### src/rtl/sepu_pkg.sv
package sepu_pkg;

  // Field and register widths
  localparam int unsigned SAMPLE_W   = 16;
  localparam int unsigned THR_W      = 16;
  localparam int unsigned RATE_W     = 18;
  localparam int unsigned MIN_W      = 16;
  localparam int unsigned GAP_MS_W   = 16;
  localparam int unsigned DUR_W      = 32;
  localparam int unsigned CNT_W      = 32;
  localparam int unsigned CFG_IDX_W  = 3;
  localparam int unsigned CFG_DATA_W = 18;

  // Edge distance counter and T-state conversion
  localparam int unsigned DELTA_W         = 27;
  localparam int unsigned TSTATE_CLOCK_HZ = 3500000;
  localparam int unsigned CLK_W           = $clog2(TSTATE_CLOCK_HZ + 1);
  localparam int unsigned NUM_W           = DELTA_W + CLK_W + 1;
  localparam int unsigned MIN_RATE        = 8000;
  localparam int unsigned RATE_FLOOR_LOG2 = $clog2(MIN_RATE + 1) - 1;
  localparam int unsigned TST_W           = NUM_W - RATE_FLOOR_LOG2 + 1;
  localparam int unsigned DIV_CNT_W       = $clog2(NUM_W);
  localparam int unsigned TSTATE_PER_MS   = TSTATE_CLOCK_HZ / 1000;
  localparam int unsigned GAP_T_W         = GAP_MS_W + $clog2(TSTATE_PER_MS + 1);

  // Reset values of the configuration registers
  localparam logic signed [THR_W-1:0] HIGH_RESET   = 16'sd4096;
  localparam logic signed [THR_W-1:0] LOW_RESET    = -16'sd4096;
  localparam logic [RATE_W-1:0]       RATE_RESET   = 18'd44100;
  localparam logic [MIN_W-1:0]        MIN_RESET    = 16'd0;
  localparam logic [GAP_T_W-1:0]      GAP_T_RESET  = GAP_T_W'(500 * TSTATE_PER_MS);

  // Register indexes
  localparam logic [CFG_IDX_W-1:0] CFG_HIGH_THR = 3'd0;
  localparam logic [CFG_IDX_W-1:0] CFG_LOW_THR  = 3'd1;
  localparam logic [CFG_IDX_W-1:0] CFG_RATE     = 3'd2;
  localparam logic [CFG_IDX_W-1:0] CFG_MIN_SIG  = 3'd3;
  localparam logic [CFG_IDX_W-1:0] CFG_GAP_MS   = 3'd4;

  typedef enum logic [1:0] {
    LATCH_NONE = 2'd0,
    LATCH_HIGH = 2'd1,
    LATCH_LOW  = 2'd2
  } latch_e;

  typedef enum logic [1:0] {
    ST_IDLE,
    ST_CONV,
    ST_POST,
    ST_EMIT
  } state_e;

  typedef enum logic [1:0] {
    CV_IDLE,
    CV_MUL,
    CV_DIV,
    CV_DONE
  } conv_state_e;

  function automatic logic [CNT_W-1:0] sat_inc(input logic [CNT_W-1:0] c);
    return (&c) ? c : c + 1'b1;
  endfunction

endpackage

### src/rtl/sepu_in_if.sv
interface sepu_in_if;
  logic                                   valid;
  logic                                   ready;
  logic signed [sepu_pkg::SAMPLE_W-1:0]   sample;
  logic                                   end_of_capture;

  modport source (output valid, output sample, output end_of_capture, input ready);
  modport sink   (input valid, input sample, input end_of_capture, output ready);
endinterface

### src/rtl/sepu_out_if.sv
interface sepu_out_if;
  logic                          valid;
  logic                          ready;
  logic [sepu_pkg::DUR_W-1:0]    duration_tstates;
  logic                          is_gap;
  logic [sepu_pkg::CNT_W-1:0]    gap_total;
  logic [sepu_pkg::CNT_W-1:0]    edge_total;
  logic                          last;

  modport source (output valid, output duration_tstates, output is_gap, output gap_total,
                  output edge_total, output last, input ready);
  modport sink   (input valid, input duration_tstates, input is_gap, input gap_total,
                  input edge_total, input last, output ready);
endinterface

### src/rtl/schmitt_edge_to_tstate_pulses_unit.sv
// Flow: a sample that needs no T-state conversion is taken in ST_IDLE; one that
//   needs one waits in ST_CONV on the multiply and bit-serial divider in sepu_conv,
//   then passes ST_POST, which decides whether its entries are offered in ST_EMIT.
// Throughput: one sample at a time; a new sample is taken once all entries of
//   the previous one are transferred.
// Reset: rst_ni clears trigger, counters and runt carry and restores register defaults.
module schmitt_edge_to_tstate_pulses_unit (
  input  logic                               clk_i,
  input  logic                               rst_ni,
  input  logic                               cfg_we_i,
  input  logic [sepu_pkg::CFG_IDX_W-1:0]     cfg_idx_i,
  input  logic [sepu_pkg::CFG_DATA_W-1:0]    cfg_data_i,
  sepu_in_if.sink                            in_if,
  sepu_out_if.source                         out_if
);

  localparam logic [sepu_pkg::TST_W-1:0] DUR_MAX_T =
    sepu_pkg::TST_W'({sepu_pkg::DUR_W{1'b1}});
  localparam logic [sepu_pkg::DELTA_W-1:0] DELTA_MAX = '1;

  // ---------------------------------------------------------------------
  // Configuration registers. Rate is stored already clamped, and the gap
  // level is kept in T-states so no multiply sits in the emit path.
  // ---------------------------------------------------------------------
  logic signed [sepu_pkg::THR_W-1:0] hi_thr_q;
  logic signed [sepu_pkg::THR_W-1:0] lo_thr_q;
  logic [sepu_pkg::RATE_W-1:0]       rate_q;
  logic [sepu_pkg::MIN_W-1:0]        min_sig_q;
  logic [sepu_pkg::GAP_T_W-1:0]      gap_t_q;
  logic [sepu_pkg::GAP_T_W-1:0]      gap_t_new;

  assign gap_t_new = sepu_pkg::GAP_T_W'(cfg_data_i[sepu_pkg::GAP_MS_W-1:0])
                   * sepu_pkg::GAP_T_W'(sepu_pkg::TSTATE_PER_MS);

  always_ff @(posedge clk_i or negedge rst_ni) begin
    if (!rst_ni) begin
      hi_thr_q  <= sepu_pkg::HIGH_RESET;
      lo_thr_q  <= sepu_pkg::LOW_RESET;
      rate_q    <= sepu_pkg::RATE_RESET;
      min_sig_q <= sepu_pkg::MIN_RESET;
      gap_t_q   <= sepu_pkg::GAP_T_RESET;
    end else if (cfg_we_i) begin
      case (cfg_idx_i)
        sepu_pkg::CFG_HIGH_THR: hi_thr_q  <= cfg_data_i[sepu_pkg::THR_W-1:0];
        sepu_pkg::CFG_LOW_THR:  lo_thr_q  <= cfg_data_i[sepu_pkg::THR_W-1:0];
        sepu_pkg::CFG_RATE: begin
          // Clamp low rates, zero included, to the minimum.
          rate_q <= (cfg_data_i < sepu_pkg::RATE_W'(sepu_pkg::MIN_RATE)) ?
                    sepu_pkg::RATE_W'(sepu_pkg::MIN_RATE) : cfg_data_i;
        end
        sepu_pkg::CFG_MIN_SIG:  min_sig_q <= cfg_data_i[sepu_pkg::MIN_W-1:0];
        sepu_pkg::CFG_GAP_MS:   gap_t_q   <= gap_t_new;
        default: ;
      endcase
    end
  end

  // ---------------------------------------------------------------------
  // Tracking state
  // ---------------------------------------------------------------------
  sepu_pkg::state_e            state_q, state_d;
  sepu_pkg::latch_e            latch_q, latch_d;
  logic                        edge_seen_q, edge_seen_d;
  logic [sepu_pkg::DELTA_W-1:0] delta_q, delta_d;
  logic [sepu_pkg::MIN_W-1:0]   runt_q, runt_d;
  logic [sepu_pkg::CNT_W-1:0]   gap_cnt_q, gap_cnt_d;
  logic [sepu_pkg::CNT_W-1:0]   edge_cnt_q, edge_cnt_d;
  logic                        hold_q, hold_d;    // current entries are a trailing hold
  logic                        eoc_q, eoc_d;      // sample in work ends the capture
  logic                        extra_q, extra_d;  // zero-length hold follows the edge
  logic [sepu_pkg::TST_W-1:0]   remain_q, remain_d;

  // Input decode
  logic                        in_xfer;
  logic                        out_xfer;
  logic [sepu_pkg::DELTA_W-1:0] delta_inc;
  logic                        go_hi, go_lo, edge_det;
  logic                        conv_needed;
  logic                        first_hold_zero;
  logic                        gap_t_zero;

  assign in_xfer  = in_if.valid & in_if.ready;
  assign out_xfer = out_if.valid & out_if.ready;

  // Advance the distance counter only once an edge has started timing; saturate.
  assign delta_inc = (edge_seen_q && delta_q != DELTA_MAX) ? delta_q + 1'b1 : delta_q;

  // High test wins when a sample clears both bands.
  assign go_hi = (latch_q == sepu_pkg::LATCH_NONE || latch_q == sepu_pkg::LATCH_LOW)
              && (in_if.sample > hi_thr_q);
  assign go_lo = !go_hi
              && (latch_q == sepu_pkg::LATCH_NONE || latch_q == sepu_pkg::LATCH_HIGH)
              && (in_if.sample < lo_thr_q);
  assign edge_det   = go_hi | go_lo;
  assign gap_t_zero = gap_t_q == '0;

  // A later edge, or end of capture while timing, needs a conversion.
  assign conv_needed = edge_seen_q && (edge_det || in_if.end_of_capture);
  // First edge on the final sample: the hold is zero long, emitted only
  // when the gap level is zero.
  assign first_hold_zero = edge_det && !edge_seen_q && in_if.end_of_capture && gap_t_zero;

  // ---------------------------------------------------------------------
  // Conversion unit
  // ---------------------------------------------------------------------
  logic                       conv_start;
  logic                       conv_done;
  logic [sepu_pkg::TST_W-1:0] conv_quot;

  sepu_conv u_conv (
    .clk_i   (clk_i),
    .rst_ni  (rst_ni),
    .start_i (conv_start),
    .delta_i (delta_inc),
    .rate_i  (rate_q),
    .done_o  (conv_done),
    .quot_o  (conv_quot)
  );

  // Post-conversion decisions
  logic [sepu_pkg::TST_W-1:0] t_sum;
  logic                       t_is_runt;
  logic                       t_ge_gap;
  logic                       emit_post;

  assign t_sum     = conv_quot + sepu_pkg::TST_W'(runt_q);
  assign t_is_runt = t_sum < sepu_pkg::TST_W'(min_sig_q);
  assign t_ge_gap  = t_sum >= sepu_pkg::TST_W'(gap_t_q);
  // A runt on the final sample becomes the hold on its own.
  assign emit_post = hold_q ? t_ge_gap : (t_is_runt ? (eoc_q && t_ge_gap) : 1'b1);

  // Entry in emission: chop at the 32-bit limit
  logic [sepu_pkg::DUR_W-1:0] entry;
  logic                       more_chunks;
  logic                       entry_gap;
  logic                       out_last;

  assign more_chunks = remain_q > DUR_MAX_T;
  assign entry       = more_chunks ? {sepu_pkg::DUR_W{1'b1}} : remain_q[sepu_pkg::DUR_W-1:0];
  assign entry_gap   = hold_q || (entry >= sepu_pkg::DUR_W'(gap_t_q));
  assign out_last    = !more_chunks && !extra_q;

  // ---------------------------------------------------------------------
  // Control: next state
  // ---------------------------------------------------------------------
  always_comb begin
    state_d = state_q;
    case (state_q)
      sepu_pkg::ST_IDLE: begin
        if (in_xfer) begin
          if (conv_needed) begin
            state_d = sepu_pkg::ST_CONV;
          end else if (first_hold_zero) begin
            state_d = sepu_pkg::ST_EMIT;
          end
        end
      end
      sepu_pkg::ST_CONV: if (conv_done) state_d = sepu_pkg::ST_POST;
      sepu_pkg::ST_POST: state_d = emit_post ? sepu_pkg::ST_EMIT : sepu_pkg::ST_IDLE;
      sepu_pkg::ST_EMIT: if (out_xfer && out_last) state_d = sepu_pkg::ST_IDLE;
      default:           state_d = sepu_pkg::ST_IDLE;
    endcase
  end

  // Control: outputs
  always_comb begin
    in_if.ready  = state_q == sepu_pkg::ST_IDLE;
    out_if.valid = state_q == sepu_pkg::ST_EMIT;
    conv_start   = (state_q == sepu_pkg::ST_IDLE) && in_xfer && conv_needed;
  end

  assign out_if.duration_tstates = entry;
  assign out_if.is_gap           = entry_gap;
  assign out_if.gap_total        = entry_gap ? sepu_pkg::sat_inc(gap_cnt_q) : gap_cnt_q;
  assign out_if.edge_total       = entry_gap ? edge_cnt_q : sepu_pkg::sat_inc(edge_cnt_q);
  assign out_if.last             = out_last;

  // ---------------------------------------------------------------------
  // Datapath updates
  // ---------------------------------------------------------------------
  logic clear_all;

  // Drop all tracking state once the final sample of a capture is done.
  assign clear_all =
      ((state_q == sepu_pkg::ST_IDLE) && in_xfer && in_if.end_of_capture
        && !conv_needed && !first_hold_zero)
   || ((state_q == sepu_pkg::ST_POST) && eoc_q && !emit_post)
   || ((state_q == sepu_pkg::ST_EMIT) && out_xfer && out_last && eoc_q);

  always_comb begin
    latch_d     = latch_q;
    edge_seen_d = edge_seen_q;
    delta_d     = delta_q;
    runt_d      = runt_q;
    gap_cnt_d   = gap_cnt_q;
    edge_cnt_d  = edge_cnt_q;
    hold_d      = hold_q;
    eoc_d       = eoc_q;
    extra_d     = extra_q;
    remain_d    = remain_q;

    case (state_q)
      sepu_pkg::ST_IDLE: begin
        if (in_xfer) begin
          if (go_hi) begin
            latch_d = sepu_pkg::LATCH_HIGH;
          end else if (go_lo) begin
            latch_d = sepu_pkg::LATCH_LOW;
          end
          if (edge_det) begin
            edge_seen_d = 1'b1;
          end
          // Restart timing on any edge; the conversion captured the old count.
          delta_d  = edge_det ? '0 : delta_inc;
          eoc_d    = in_if.end_of_capture;
          hold_d   = !(edge_det && edge_seen_q);
          extra_d  = 1'b0;
          remain_d = '0;
        end
      end
      sepu_pkg::ST_POST: begin
        remain_d = t_sum;
        if (!hold_q) begin
          if (t_is_runt) begin
            // Fold the runt into the next duration.
            runt_d = t_sum[sepu_pkg::MIN_W-1:0];
            hold_d = 1'b1;
          end else begin
            runt_d  = '0;
            extra_d = eoc_q && gap_t_zero;
          end
        end
      end
      sepu_pkg::ST_EMIT: begin
        if (out_xfer) begin
          if (entry_gap) begin
            gap_cnt_d = sepu_pkg::sat_inc(gap_cnt_q);
          end else begin
            edge_cnt_d = sepu_pkg::sat_inc(edge_cnt_q);
          end
          if (more_chunks) begin
            remain_d = remain_q - DUR_MAX_T;
          end else if (extra_q) begin
            remain_d = '0;
            hold_d   = 1'b1;
            extra_d  = 1'b0;
          end
        end
      end
      default: ;
    endcase

    if (clear_all) begin
      latch_d     = sepu_pkg::LATCH_NONE;
      edge_seen_d = 1'b0;
      delta_d     = '0;
      runt_d      = '0;
      gap_cnt_d   = '0;
      edge_cnt_d  = '0;
    end
  end

  always_ff @(posedge clk_i or negedge rst_ni) begin
    if (!rst_ni) begin
      state_q     <= sepu_pkg::ST_IDLE;
      latch_q     <= sepu_pkg::LATCH_NONE;
      edge_seen_q <= 1'b0;
      delta_q     <= '0;
      runt_q      <= '0;
      gap_cnt_q   <= '0;
      edge_cnt_q  <= '0;
      hold_q      <= 1'b0;
      eoc_q       <= 1'b0;
      extra_q     <= 1'b0;
    end else begin
      state_q     <= state_d;
      latch_q     <= latch_d;
      edge_seen_q <= edge_seen_d;
      delta_q     <= delta_d;
      runt_q      <= runt_d;
      gap_cnt_q   <= gap_cnt_d;
      edge_cnt_q  <= edge_cnt_d;
      hold_q      <= hold_d;
      eoc_q       <= eoc_d;
      extra_q     <= extra_d;
    end
  end

  always_ff @(posedge clk_i) begin
    remain_q <= remain_d;
  end

  // ---------------------------------------------------------------------
  // Checks
  // ---------------------------------------------------------------------
  a_no_overlap: assert property (@(posedge clk_i) disable iff (!rst_ni)
    in_if.ready |-> !out_if.valid)
    else $error("input taken while entries are pending");

  a_chain_continues: assert property (@(posedge clk_i) disable iff (!rst_ni)
    out_xfer && !out_if.last |=> out_if.valid)
    else $error("entry chain ended without a last flag");

  a_chain_ends: assert property (@(posedge clk_i) disable iff (!rst_ni)
    out_xfer && out_if.last |=> in_if.ready && !out_if.valid)
    else $error("entries continued after the last flag");

  a_conv_in_conv_state: assert property (@(posedge clk_i) disable iff (!rst_ni)
    conv_done |-> state_q == sepu_pkg::ST_CONV)
    else $error("conversion finished outside the wait state");

endmodule

### src/rtl/sepu_conv.sv
// Sample distance to T-states: one multiply, then a restoring divider that
// retires one quotient bit per cycle.
module sepu_conv (
  input  logic                            clk_i,
  input  logic                            rst_ni,
  input  logic                            start_i,
  input  logic [sepu_pkg::DELTA_W-1:0]    delta_i,
  input  logic [sepu_pkg::RATE_W-1:0]     rate_i,
  output logic                            done_o,
  output logic [sepu_pkg::TST_W-1:0]      quot_o
);

  sepu_pkg::conv_state_e state_q, state_d;
  logic [sepu_pkg::DIV_CNT_W-1:0] cnt_q, cnt_d;
  logic [sepu_pkg::DELTA_W-1:0]   delta_q;
  logic [sepu_pkg::NUM_W-1:0]     num_q;
  logic [sepu_pkg::RATE_W-1:0]    rem_q;

  logic [sepu_pkg::RATE_W:0]      trial;
  logic [sepu_pkg::RATE_W:0]      diff;
  logic                           fits;
  logic                           div_last;

  assign trial    = {rem_q, num_q[sepu_pkg::NUM_W-1]};
  assign fits     = trial >= {1'b0, rate_i};
  assign diff     = trial - {1'b0, rate_i};
  assign div_last = cnt_q == sepu_pkg::DIV_CNT_W'(sepu_pkg::NUM_W - 1);

  always_comb begin
    state_d = state_q;
    case (state_q)
      sepu_pkg::CV_IDLE: if (start_i) state_d = sepu_pkg::CV_MUL;
      sepu_pkg::CV_MUL:  state_d = sepu_pkg::CV_DIV;
      sepu_pkg::CV_DIV:  if (div_last) state_d = sepu_pkg::CV_DONE;
      sepu_pkg::CV_DONE: state_d = sepu_pkg::CV_IDLE;
      default:           state_d = sepu_pkg::CV_IDLE;
    endcase
  end

  always_comb begin
    done_o = state_q == sepu_pkg::CV_DONE;
    quot_o = num_q[sepu_pkg::TST_W-1:0];
  end

  always_comb begin
    cnt_d = cnt_q;
    if (state_q == sepu_pkg::CV_MUL) begin
      cnt_d = '0;
    end else if (state_q == sepu_pkg::CV_DIV) begin
      cnt_d = cnt_q + 1'b1;
    end
  end

  always_ff @(posedge clk_i or negedge rst_ni) begin
    if (!rst_ni) begin
      state_q <= sepu_pkg::CV_IDLE;
      cnt_q   <= '0;
    end else begin
      state_q <= state_d;
      cnt_q   <= cnt_d;
    end
  end

  // Numerator is delta * clock + rate/2 so the quotient rounds to nearest.
  always_ff @(posedge clk_i) begin
    if (state_q == sepu_pkg::CV_IDLE && start_i) begin
      delta_q <= delta_i;
    end
    if (state_q == sepu_pkg::CV_MUL) begin
      num_q <= sepu_pkg::NUM_W'(delta_q) * sepu_pkg::NUM_W'(sepu_pkg::TSTATE_CLOCK_HZ)
             + sepu_pkg::NUM_W'(rate_i >> 1);
      rem_q <= '0;
    end else if (state_q == sepu_pkg::CV_DIV) begin
      num_q <= {num_q[sepu_pkg::NUM_W-2:0], fits};
      rem_q <= fits ? diff[sepu_pkg::RATE_W-1:0] : trial[sepu_pkg::RATE_W-1:0];
    end
  end

  a_rem_below_rate: assert property (@(posedge clk_i) disable iff (!rst_ni)
    state_q == sepu_pkg::CV_DIV && cnt_q != '0 |-> rem_q < rate_i)
    else $error("divider remainder reached the divisor");

  a_start_when_idle: assert property (@(posedge clk_i) disable iff (!rst_ni)
    start_i |-> state_q == sepu_pkg::CV_IDLE)
    else $error("conversion started while busy");

  a_done_after_div: assert property (@(posedge clk_i) disable iff (!rst_ni)
    $rose(done_o) |-> $past(state_q) == sepu_pkg::CV_DIV && $past(div_last))
    else $error("conversion finished without a full division");

endmodule
### src/flat_wrapper.sv
// flat-port wrapper written by rule: the top's interface ports become plain ports
module schmitt_edge_to_tstate_pulses_unit_flat 
  (clk_i, rst_ni, cfg_we_i, cfg_idx_i, cfg_data_i, in_if_valid, in_if_sample, in_if_end_of_capture, in_if_ready, out_if_valid, out_if_duration_tstates, out_if_is_gap, out_if_gap_total, out_if_edge_total, out_if_last, out_if_ready);
  sepu_in_if in_if_i ();
  sepu_out_if out_if_i ();
  input  logic clk_i;
  input  logic rst_ni;
  input  logic cfg_we_i;
  input  logic [sepu_pkg::CFG_IDX_W-1:0] cfg_idx_i;
  input  logic [sepu_pkg::CFG_DATA_W-1:0] cfg_data_i;
  input wire logic [$bits(in_if_i.valid)-1:0] in_if_valid;
  input wire logic [$bits(in_if_i.sample)-1:0] in_if_sample;
  input wire logic [$bits(in_if_i.end_of_capture)-1:0] in_if_end_of_capture;
  output wire logic [$bits(in_if_i.ready)-1:0] in_if_ready;
  output wire logic [$bits(out_if_i.valid)-1:0] out_if_valid;
  output wire logic [$bits(out_if_i.duration_tstates)-1:0] out_if_duration_tstates;
  output wire logic [$bits(out_if_i.is_gap)-1:0] out_if_is_gap;
  output wire logic [$bits(out_if_i.gap_total)-1:0] out_if_gap_total;
  output wire logic [$bits(out_if_i.edge_total)-1:0] out_if_edge_total;
  output wire logic [$bits(out_if_i.last)-1:0] out_if_last;
  input wire logic [$bits(out_if_i.ready)-1:0] out_if_ready;
  assign in_if_i.valid = in_if_valid;
  assign in_if_i.sample = in_if_sample;
  assign in_if_i.end_of_capture = in_if_end_of_capture;
  assign in_if_ready = in_if_i.ready;
  assign out_if_valid = out_if_i.valid;
  assign out_if_duration_tstates = out_if_i.duration_tstates;
  assign out_if_is_gap = out_if_i.is_gap;
  assign out_if_gap_total = out_if_i.gap_total;
  assign out_if_edge_total = out_if_i.edge_total;
  assign out_if_last = out_if_i.last;
  assign out_if_i.ready = out_if_ready;
  schmitt_edge_to_tstate_pulses_unit u_core (.clk_i(clk_i), .rst_ni(rst_ni), .cfg_we_i(cfg_we_i), .cfg_idx_i(cfg_idx_i), .cfg_data_i(cfg_data_i), .in_if(in_if_i), .out_if(out_if_i));
endmodule
### config.mk
export PLATFORM = sky130hd
export DESIGN_NAME = schmitt_edge_to_tstate_pulses_unit_flat
export DESIGN_NICKNAME = d
export VERILOG_FILES = /design/src/rtl/sepu_pkg.sv /design/src/rtl/sepu_in_if.sv /design/src/rtl/sepu_out_if.sv /design/src/rtl/schmitt_edge_to_tstate_pulses_unit.sv /design/src/rtl/sepu_conv.sv /design/src/flat_wrapper.sv
export SDC_FILE = /design/constraint.sdc
export NUM_CORES = 2
export LEC_CHECK = 0
export BUFFER_PORTS_ARGS = -buffer_cell sky130_fd_sc_hd__buf_2
export CAP_MARGIN = 5
export CORE_MARGIN = 3
export CORE_UTILIZATION = 30
export CTS_CLUSTER_DIAMETER = 50
export DETAILED_ROUTE_END_ITERATION = 12
export GPL_TIMING_DRIVEN = 0
export PLACE_DENSITY_LB_ADDON = 0.05
export SETUP_SLACK_MARGIN = 0.1
export SYNTH_ARGS = -nofsm -noshare
export SYNTH_HDL_FRONTEND = slang
export SYNTH_HIERARCHICAL = 1
export SYNTH_SLANG_ARGS = --single-unit
### constraint.sdc
create_clock -name clk_i -period 10.6 [get_ports clk_i]
set_clock_uncertainty 0.1 [all_clocks]
set_input_delay 1.06 -clock clk_i [delete_from_list [all_inputs] [get_ports clk_i]]
set_output_delay 1.06 -clock clk_i [all_outputs]
set_load 0.05 [all_outputs]
## Yosys cells after proc, flatten, opt, wreduce, memory -nomap -nowiden

Cells that the tools add are included.

- Bits in registers: 349
- Input bits: 43
- Output and inout bits: 100
- Logic and storage cells: 204

- Add/subtract/negate cells: 8
- $mul: 2
- Magnitude comparators: 8
- Equality and inequality tests: 27
- Multiplexer cells: 65
- Bitwise logic cells: 3
- Reduce and logical (&&, ||, !) cells: 70

Operators with widths:

| kind | count |
|---|---|
| 32-bit two-way mux | 11 |
| 39-bit two-way mux | 4 |
| 27-bit two-way mux | 5 |
| 39-bit case mux with 3 select lines | 1 |
| 50-bit two-way mux | 2 |
| 32-bit by 1-bit adder with 32-bit output, second input constant | 2 |
| 16-bit two-way mux | 4 |
| 32-bit AND reduction | 2 |
| 49-bit by 17-bit adder with 50-bit output | 1 |
| 27-bit by 17-bit multiplier with 44-bit output, second input constant | 1 |
| 39-bit by 16-bit adder with 39-bit output | 1 |
| 39-bit by 28-bit >= comparator with 1-bit output | 1 |
| 39-bit by 32-bit > comparator with 1-bit output, second input constant | 1 |
| 39-bit by 16-bit less-than comparator with 1-bit output | 1 |
| 39-bit by 32-bit subtractor with 39-bit output, second input constant | 1 |
| 18-bit two-way mux | 2 |
| 32-bit by 28-bit >= comparator with 1-bit output | 1 |
| 28-bit logical NOT | 1 |
| 27-bit by 1-bit adder with 27-bit output, second input constant | 1 |
| 27-bit inequality test, second input constant | 1 |
| 16-bit by 10-bit multiplier with 26-bit output, second input constant | 1 |
| 2-bit two-way mux | 13 |
| 1-bit logical AND | 24 |
| 2-bit inequality test, second input constant | 10 |
| 31 further kinds | 91 |

## Depth between registers and ports, before layout

- Depth after elaboration: 16
- Gate-level depth with buffers: 26
- Mapped depth without buffers: 25

## Cells and area by module

Netlist, hierarchy kept.

By module, submodules not included:

| module | times used | cells each | area each (um2) | seq. area each (um2) |
|---|---|---|---|---|
| schmitt_edge_to_tstate_pulses_unit | 1 | 2335 | 20563.5 | 6379.9 |
| sepu_conv | 1 | 1771 | 16963.8 | 2872.8 |

## Worst setup path before layout

OpenSTA, ideal clock, no wires.

- Kind: register to register
- From: register u_core/u_conv/delta_q[8] in the netlist's numbering
- To: register u_core/u_conv/num_q[32] in the netlist's numbering, data pin
- Setup time: 0.260 ns
- Arrival: 6.849 ns
- Data required time: 10.240 ns
- Slack: 3.391 ns
- Cell stages (with the launch flop): 23
- Path buffers: 1
- Clock period less this slack: 7.209 ns
- Cells stage by stage: edfxtp_1 > ha_1 > inv_1 > fa_1 > inv_1 > fa_1 > fa_1 > fa_1 > inv_1 > fa_1 > inv_1 > ha_1 > a21oi_1 > nand2_1 > o311ai_2 > nand2b_1 > xnor2_1 > or3_4 > or3_1 > buf_2 > or4_4 > xor2_1 > mux2_4

- Word-level cells in the longest chain between the ends: 3

Ends and longest elaborated chain:

| element | line | source |
|---|---|---|
| start: declaration | sepu_conv.sv:15 | `logic [sepu_pkg::DELTA_W-1:0] delta_q;` |
| start signal: assignment | sepu_conv.sv:67 | `delta_q <= delta_i;` |
| 27-bit by 17-bit multiplier with 44-bit output | sepu_conv.sv:70 | `num_q <= sepu_pkg::NUM_W'(delta_q) * sepu_pkg::NUM_W'(sepu_pkg::TSTATE_CLOCK_HZ)` |
| 49-bit by 17-bit adder with 50-bit output | sepu_conv.sv:71 | `+ sepu_pkg::NUM_W'(rate_i >> 1);` |
| 50-bit two-way mux | sepu_conv.sv:69 | `if (state_q == sepu_pkg::CV_MUL) begin` |
| end signal: assignment | sepu_conv.sv:70 |  |
| end signal: assignment | sepu_conv.sv:74 | `num_q <= {num_q[sepu_pkg::NUM_W-2:0], fits};` |
| end: declaration | sepu_conv.sv:16 | `logic [sepu_pkg::NUM_W-1:0] num_q;` |

Every way passes these cells.
A chain may end at the register's enable or synchronous reset.

## Worst setup path after layout

- From: register u_core/remain_q[2] in the netlist's numbering
- To: output out_if_gap_total[4]

- Word-level cells in the longest chain between the ends: 5

Ends and longest elaborated chain:

| element | line | source |
|---|---|---|
| start: declaration | schmitt_edge_to_tstate_pulses_unit.sv:71 | `logic [sepu_pkg::TST_W-1:0] remain_q, remain_d;` |
| start signal: assignment | schmitt_edge_to_tstate_pulses_unit.sv:290 | `remain_q <= remain_d;` |
| 39-bit by 32-bit > comparator with 1-bit output | schmitt_edge_to_tstate_pulses_unit.sv:138 | `assign more_chunks = remain_q > DUR_MAX_T;` |
| 32-bit two-way mux * | schmitt_edge_to_tstate_pulses_unit.sv:139 | `assign entry = more_chunks ? {sepu_pkg::DUR_W{1'b1}} : remain_q[sepu_pkg::DUR_W-1:0];` |
| 32-bit by 28-bit >= comparator with 1-bit output * | schmitt_edge_to_tstate_pulses_unit.sv:140 | `assign entry_gap = hold_q \|\| (entry >= sepu_pkg::DUR_W'(gap_t_q));` |
| 1-bit logical OR * | schmitt_edge_to_tstate_pulses_unit.sv:140 |  |
| 32-bit two-way mux * | n/a |  |
| end: declaration | flat_wrapper.sv:18 | `output wire logic [$bits(out_if_i.gap_total)-1:0] out_if_gap_total;` |

Mark *: on every way between the ends. The rest lies on a longest branch, timed or not.

==> out/metrics.yaml <==
status: "finished, final reports clean"
cts_buffers: 71
hpwl_um: 96500
ys_seq_area_share_pct: 24.7
antenna_found_initial: 2
grt_usage_pct: 18.7
crit_chain: "and4_1 -> and2_1 -> nand3_1 -> nor4b_2 -> nand2_1 -> o31ai_4 -> clkbuf_1 -> or2_2 -> ha_1 -> a21o_1 -> a21o_1 -> a21oi_1 -> nor2_1 -> nor3_2 -> and2_1 -> inv_2 -> nand3_1 -> clkbuf_1 -> nor2_1 -> xor2_1 -> buf_2"
synth_cell_type_count: 99
row_count: 129
seq_area_um2: 9250
cts_tree: "yes"
crit_arrival_ns: 7.52
final.period_utilization_pct: 81.9
min_period_ns: 8.68
synth-main-ff-cell: "dfrtp_1"
clock-sinks: 349
max_freq_mhz: 115
ys_ff_latch: 349
htree_num_levels: 3
drv_cap: 0
ctsRootBufferMaster: "clkbuf_16"
postCtsHoldBufs: 0
synth_common_cells: "inv_1 (636), ha_1 (433), nand2_1 (312)"
yosys_warnings: 6
setup_tns_ns: 0
grt_pass1_vias: 30700
critPathBufInv: 4
die_y_um: 360
relSlewSlack_pct: 6.48
place_area_um2: 40400
synthesis.nets: 4880
crit_type: "flip-flop to primary output"
synth_edf_count: 116
tightest_slew_ns: 1.40
grt_pass1_wl_um: 188000
pin_count: 143
hold_viol: 0
cpLargestDelayFamily: "simple AND/OR/NAND/NOR gates"
vias: 29200
route.detailed.drc: 0
worst_hold_path_type: "input port to asynchronous set/reset pin"
wl_met3_um: 3560
drive_gt1_share_pct: 10.9
clk_latency_ns: 0.66
drt-vias-per-instance: 4.86
cts_setup_buffers: 0
ant_nets: 0
dr.pass1.iters: 5
multi_input_area_um2: 25100
syn-cell-area_um2: 37500
rsz0062_at_grt: "false"
drtIter0Drc: 1763
yosysMostFrequentCell: "inv_1"
slowest_delay_ns: 0.92
initial_core_util_pct: 30.3
crit_path_max_fanout: 10
cp-start-kind: "flip-flop"
core_area_um2: 124000
fin_area_um2: 42700
met1_length_um: 58800
fp.dieArea_um2: 129000
routabilityCongestion: 0.807
layout.nets: 5099
yosysTopAreaCellShare_pct: 15.9
ff2ff_setup_slack_ns: 2.37
grt_max_degree: 86
num-fill-cells: 13100
netlist_top_cells_area: "fa_1 (16%), ha_1 (14%), dfrtp_1 (13%)"
report.final.setup_viol: 0
drt-total-wl_um: 121000
syn_inst: 4106
grt.overflow.total: 0
fp.dieW_um: 360
clkTransAtPathRegs_ns: 0.05
route.met2.wl_um: 56100
clock_path_buffers: 3
cts_resized: 0
io_buffers: 142
drv_slew: 0
crit_slowest_cell: "nor3_2"
synthToLayoutAreaGrowth_pct: 13.9
ys_async_sr_fraction_pct: 61.6
cp-end-kind: "primary output"
wl_per_cell_um: 20.1
synth_largest_area_cell: "fa_1"
synth.avg_cell_area_um2: 9.14
cp.required_ns: 9.44
top_layer: "met5"
[placed cells by master, fill, tap and decap left out, types with 124 or more instances in the layout]
master / instances
dfrtp_1: 192
inv_1: 636
nand3_1: 124
ha_1: 432
a21oi_1: 210
nor2_1: 243
fa_1: 298
xnor2_1: 183
buf_2: 162
nand2_1: 312
xor2_1: 140
o21ai_0: 172
[worst paths after layout]
kind	start	cells after the start	end
hold / removal	rst_ni	1	u_core/lo_thr_q[3]
min in group clk_i	u_core/min_sig_q[15]	2	u_core/min_sig_q[15]
setup reg to reg	u_core/u_conv/delta_q[3]	23	u_core/u_conv/num_q[47]
hold reg to reg	u_core/min_sig_q[15]	2	u_core/min_sig_q[15]
setup / recovery	u_core/remain_q[2]	21	out_if_gap_total[4]
max in group asynchronous	rst_ni	2	u_core/delta_q[19]
[metal layers]
layer	track usage [%]	vias up
li1	-	14300
met1	26.5	14400
met2	30.6	378
met3	2.38	110
met4	3.98	2
met5	0	-
[flip-flops by register name, summed over array words and instances (netlist names), 6 cells and up]
name and count:
u_core/runt_q 16, u_core/u_conv/num_q 50, u_core/edge_cnt_q 32, u_core/remain_q 39, u_core/u_conv/cnt_q 6, u_core/lo_thr_q 16, u_core/delta_q 27, u_core/u_conv/rem_q 18
u_core/rate_q 18, u_core/hi_thr_q 16, u_core/gap_cnt_q 32, u_core/u_conv/delta_q 27, u_core/min_sig_q 16, u_core/gap_t_q 26
[cell type report]
| type | count | area share (%) |
|---|---|---|
| multi-input combinational | 2957 | 58.6 |
| sequential | 349 | 21.6 |
| inverter | 637 | 5.59 |
| tap | 1637 | 4.79 |
| clock buffer | 86 | 4.31 |
| buffer | 163 | 1.94 |
| timing repair buffer | 146 | 1.91 |
| clock inverter | 41 | 1.15 |
| antenna | 1 | 0.00585 |
[worst register-to-register path, cell delays in order, from the launching register on]
cell and delay (ns):
edfxtp_1 0.79, ha_1 0.47, inv_1 0.12, fa_1 0.52
inv_1 0.07, fa_1 0.45, fa_1 0.52, fa_1 0.56
inv_1 0.06, fa_1 0.53, inv_1 0.04, ha_1 0.26
clkbuf_1 0.35, nand2_1 0.12, o21ai_0 0.30, nor2_1 0.09
a21oi_1 0.28, a31oi_1 0.14, xor2_1 0.23, nor4_1 0.77
nand2_1 0.37, nor3_1 0.44, a21oi_1 0.13, o31a_1 0.29
[cell families after synthesis]
group	after synthesis	synth area share [%]
fa+ha+maj	731	30.3
simple gates	1124	14.8
compound gates	715	12.2
buf+inv	800	8.59
xor+xnor	326	7.67
flops	349	24.7
mux	61	1.77
[per-stage QoR]
step / util [%] / std cells / setup WS [ns] / hold slack [ns]
finish: 34.5 / 6017 / 1.92 / 0.225
global route: 34.5 / 6016 / 1.45 / 0.221
CTS: 34.5 / 6016 / 1.81 / 0.201
detailed placement: 32.6 / 5889 / 2.30 / 0.371
global placement: 32.5 / 5885 / 2.26 / 0.361
floorplan: - / 4106 / 3.39 / 0.350
Power is left out: the tool's default activity adds up to more than one toggle a clock period on the data nets, which glitch-free logic cannot reach.
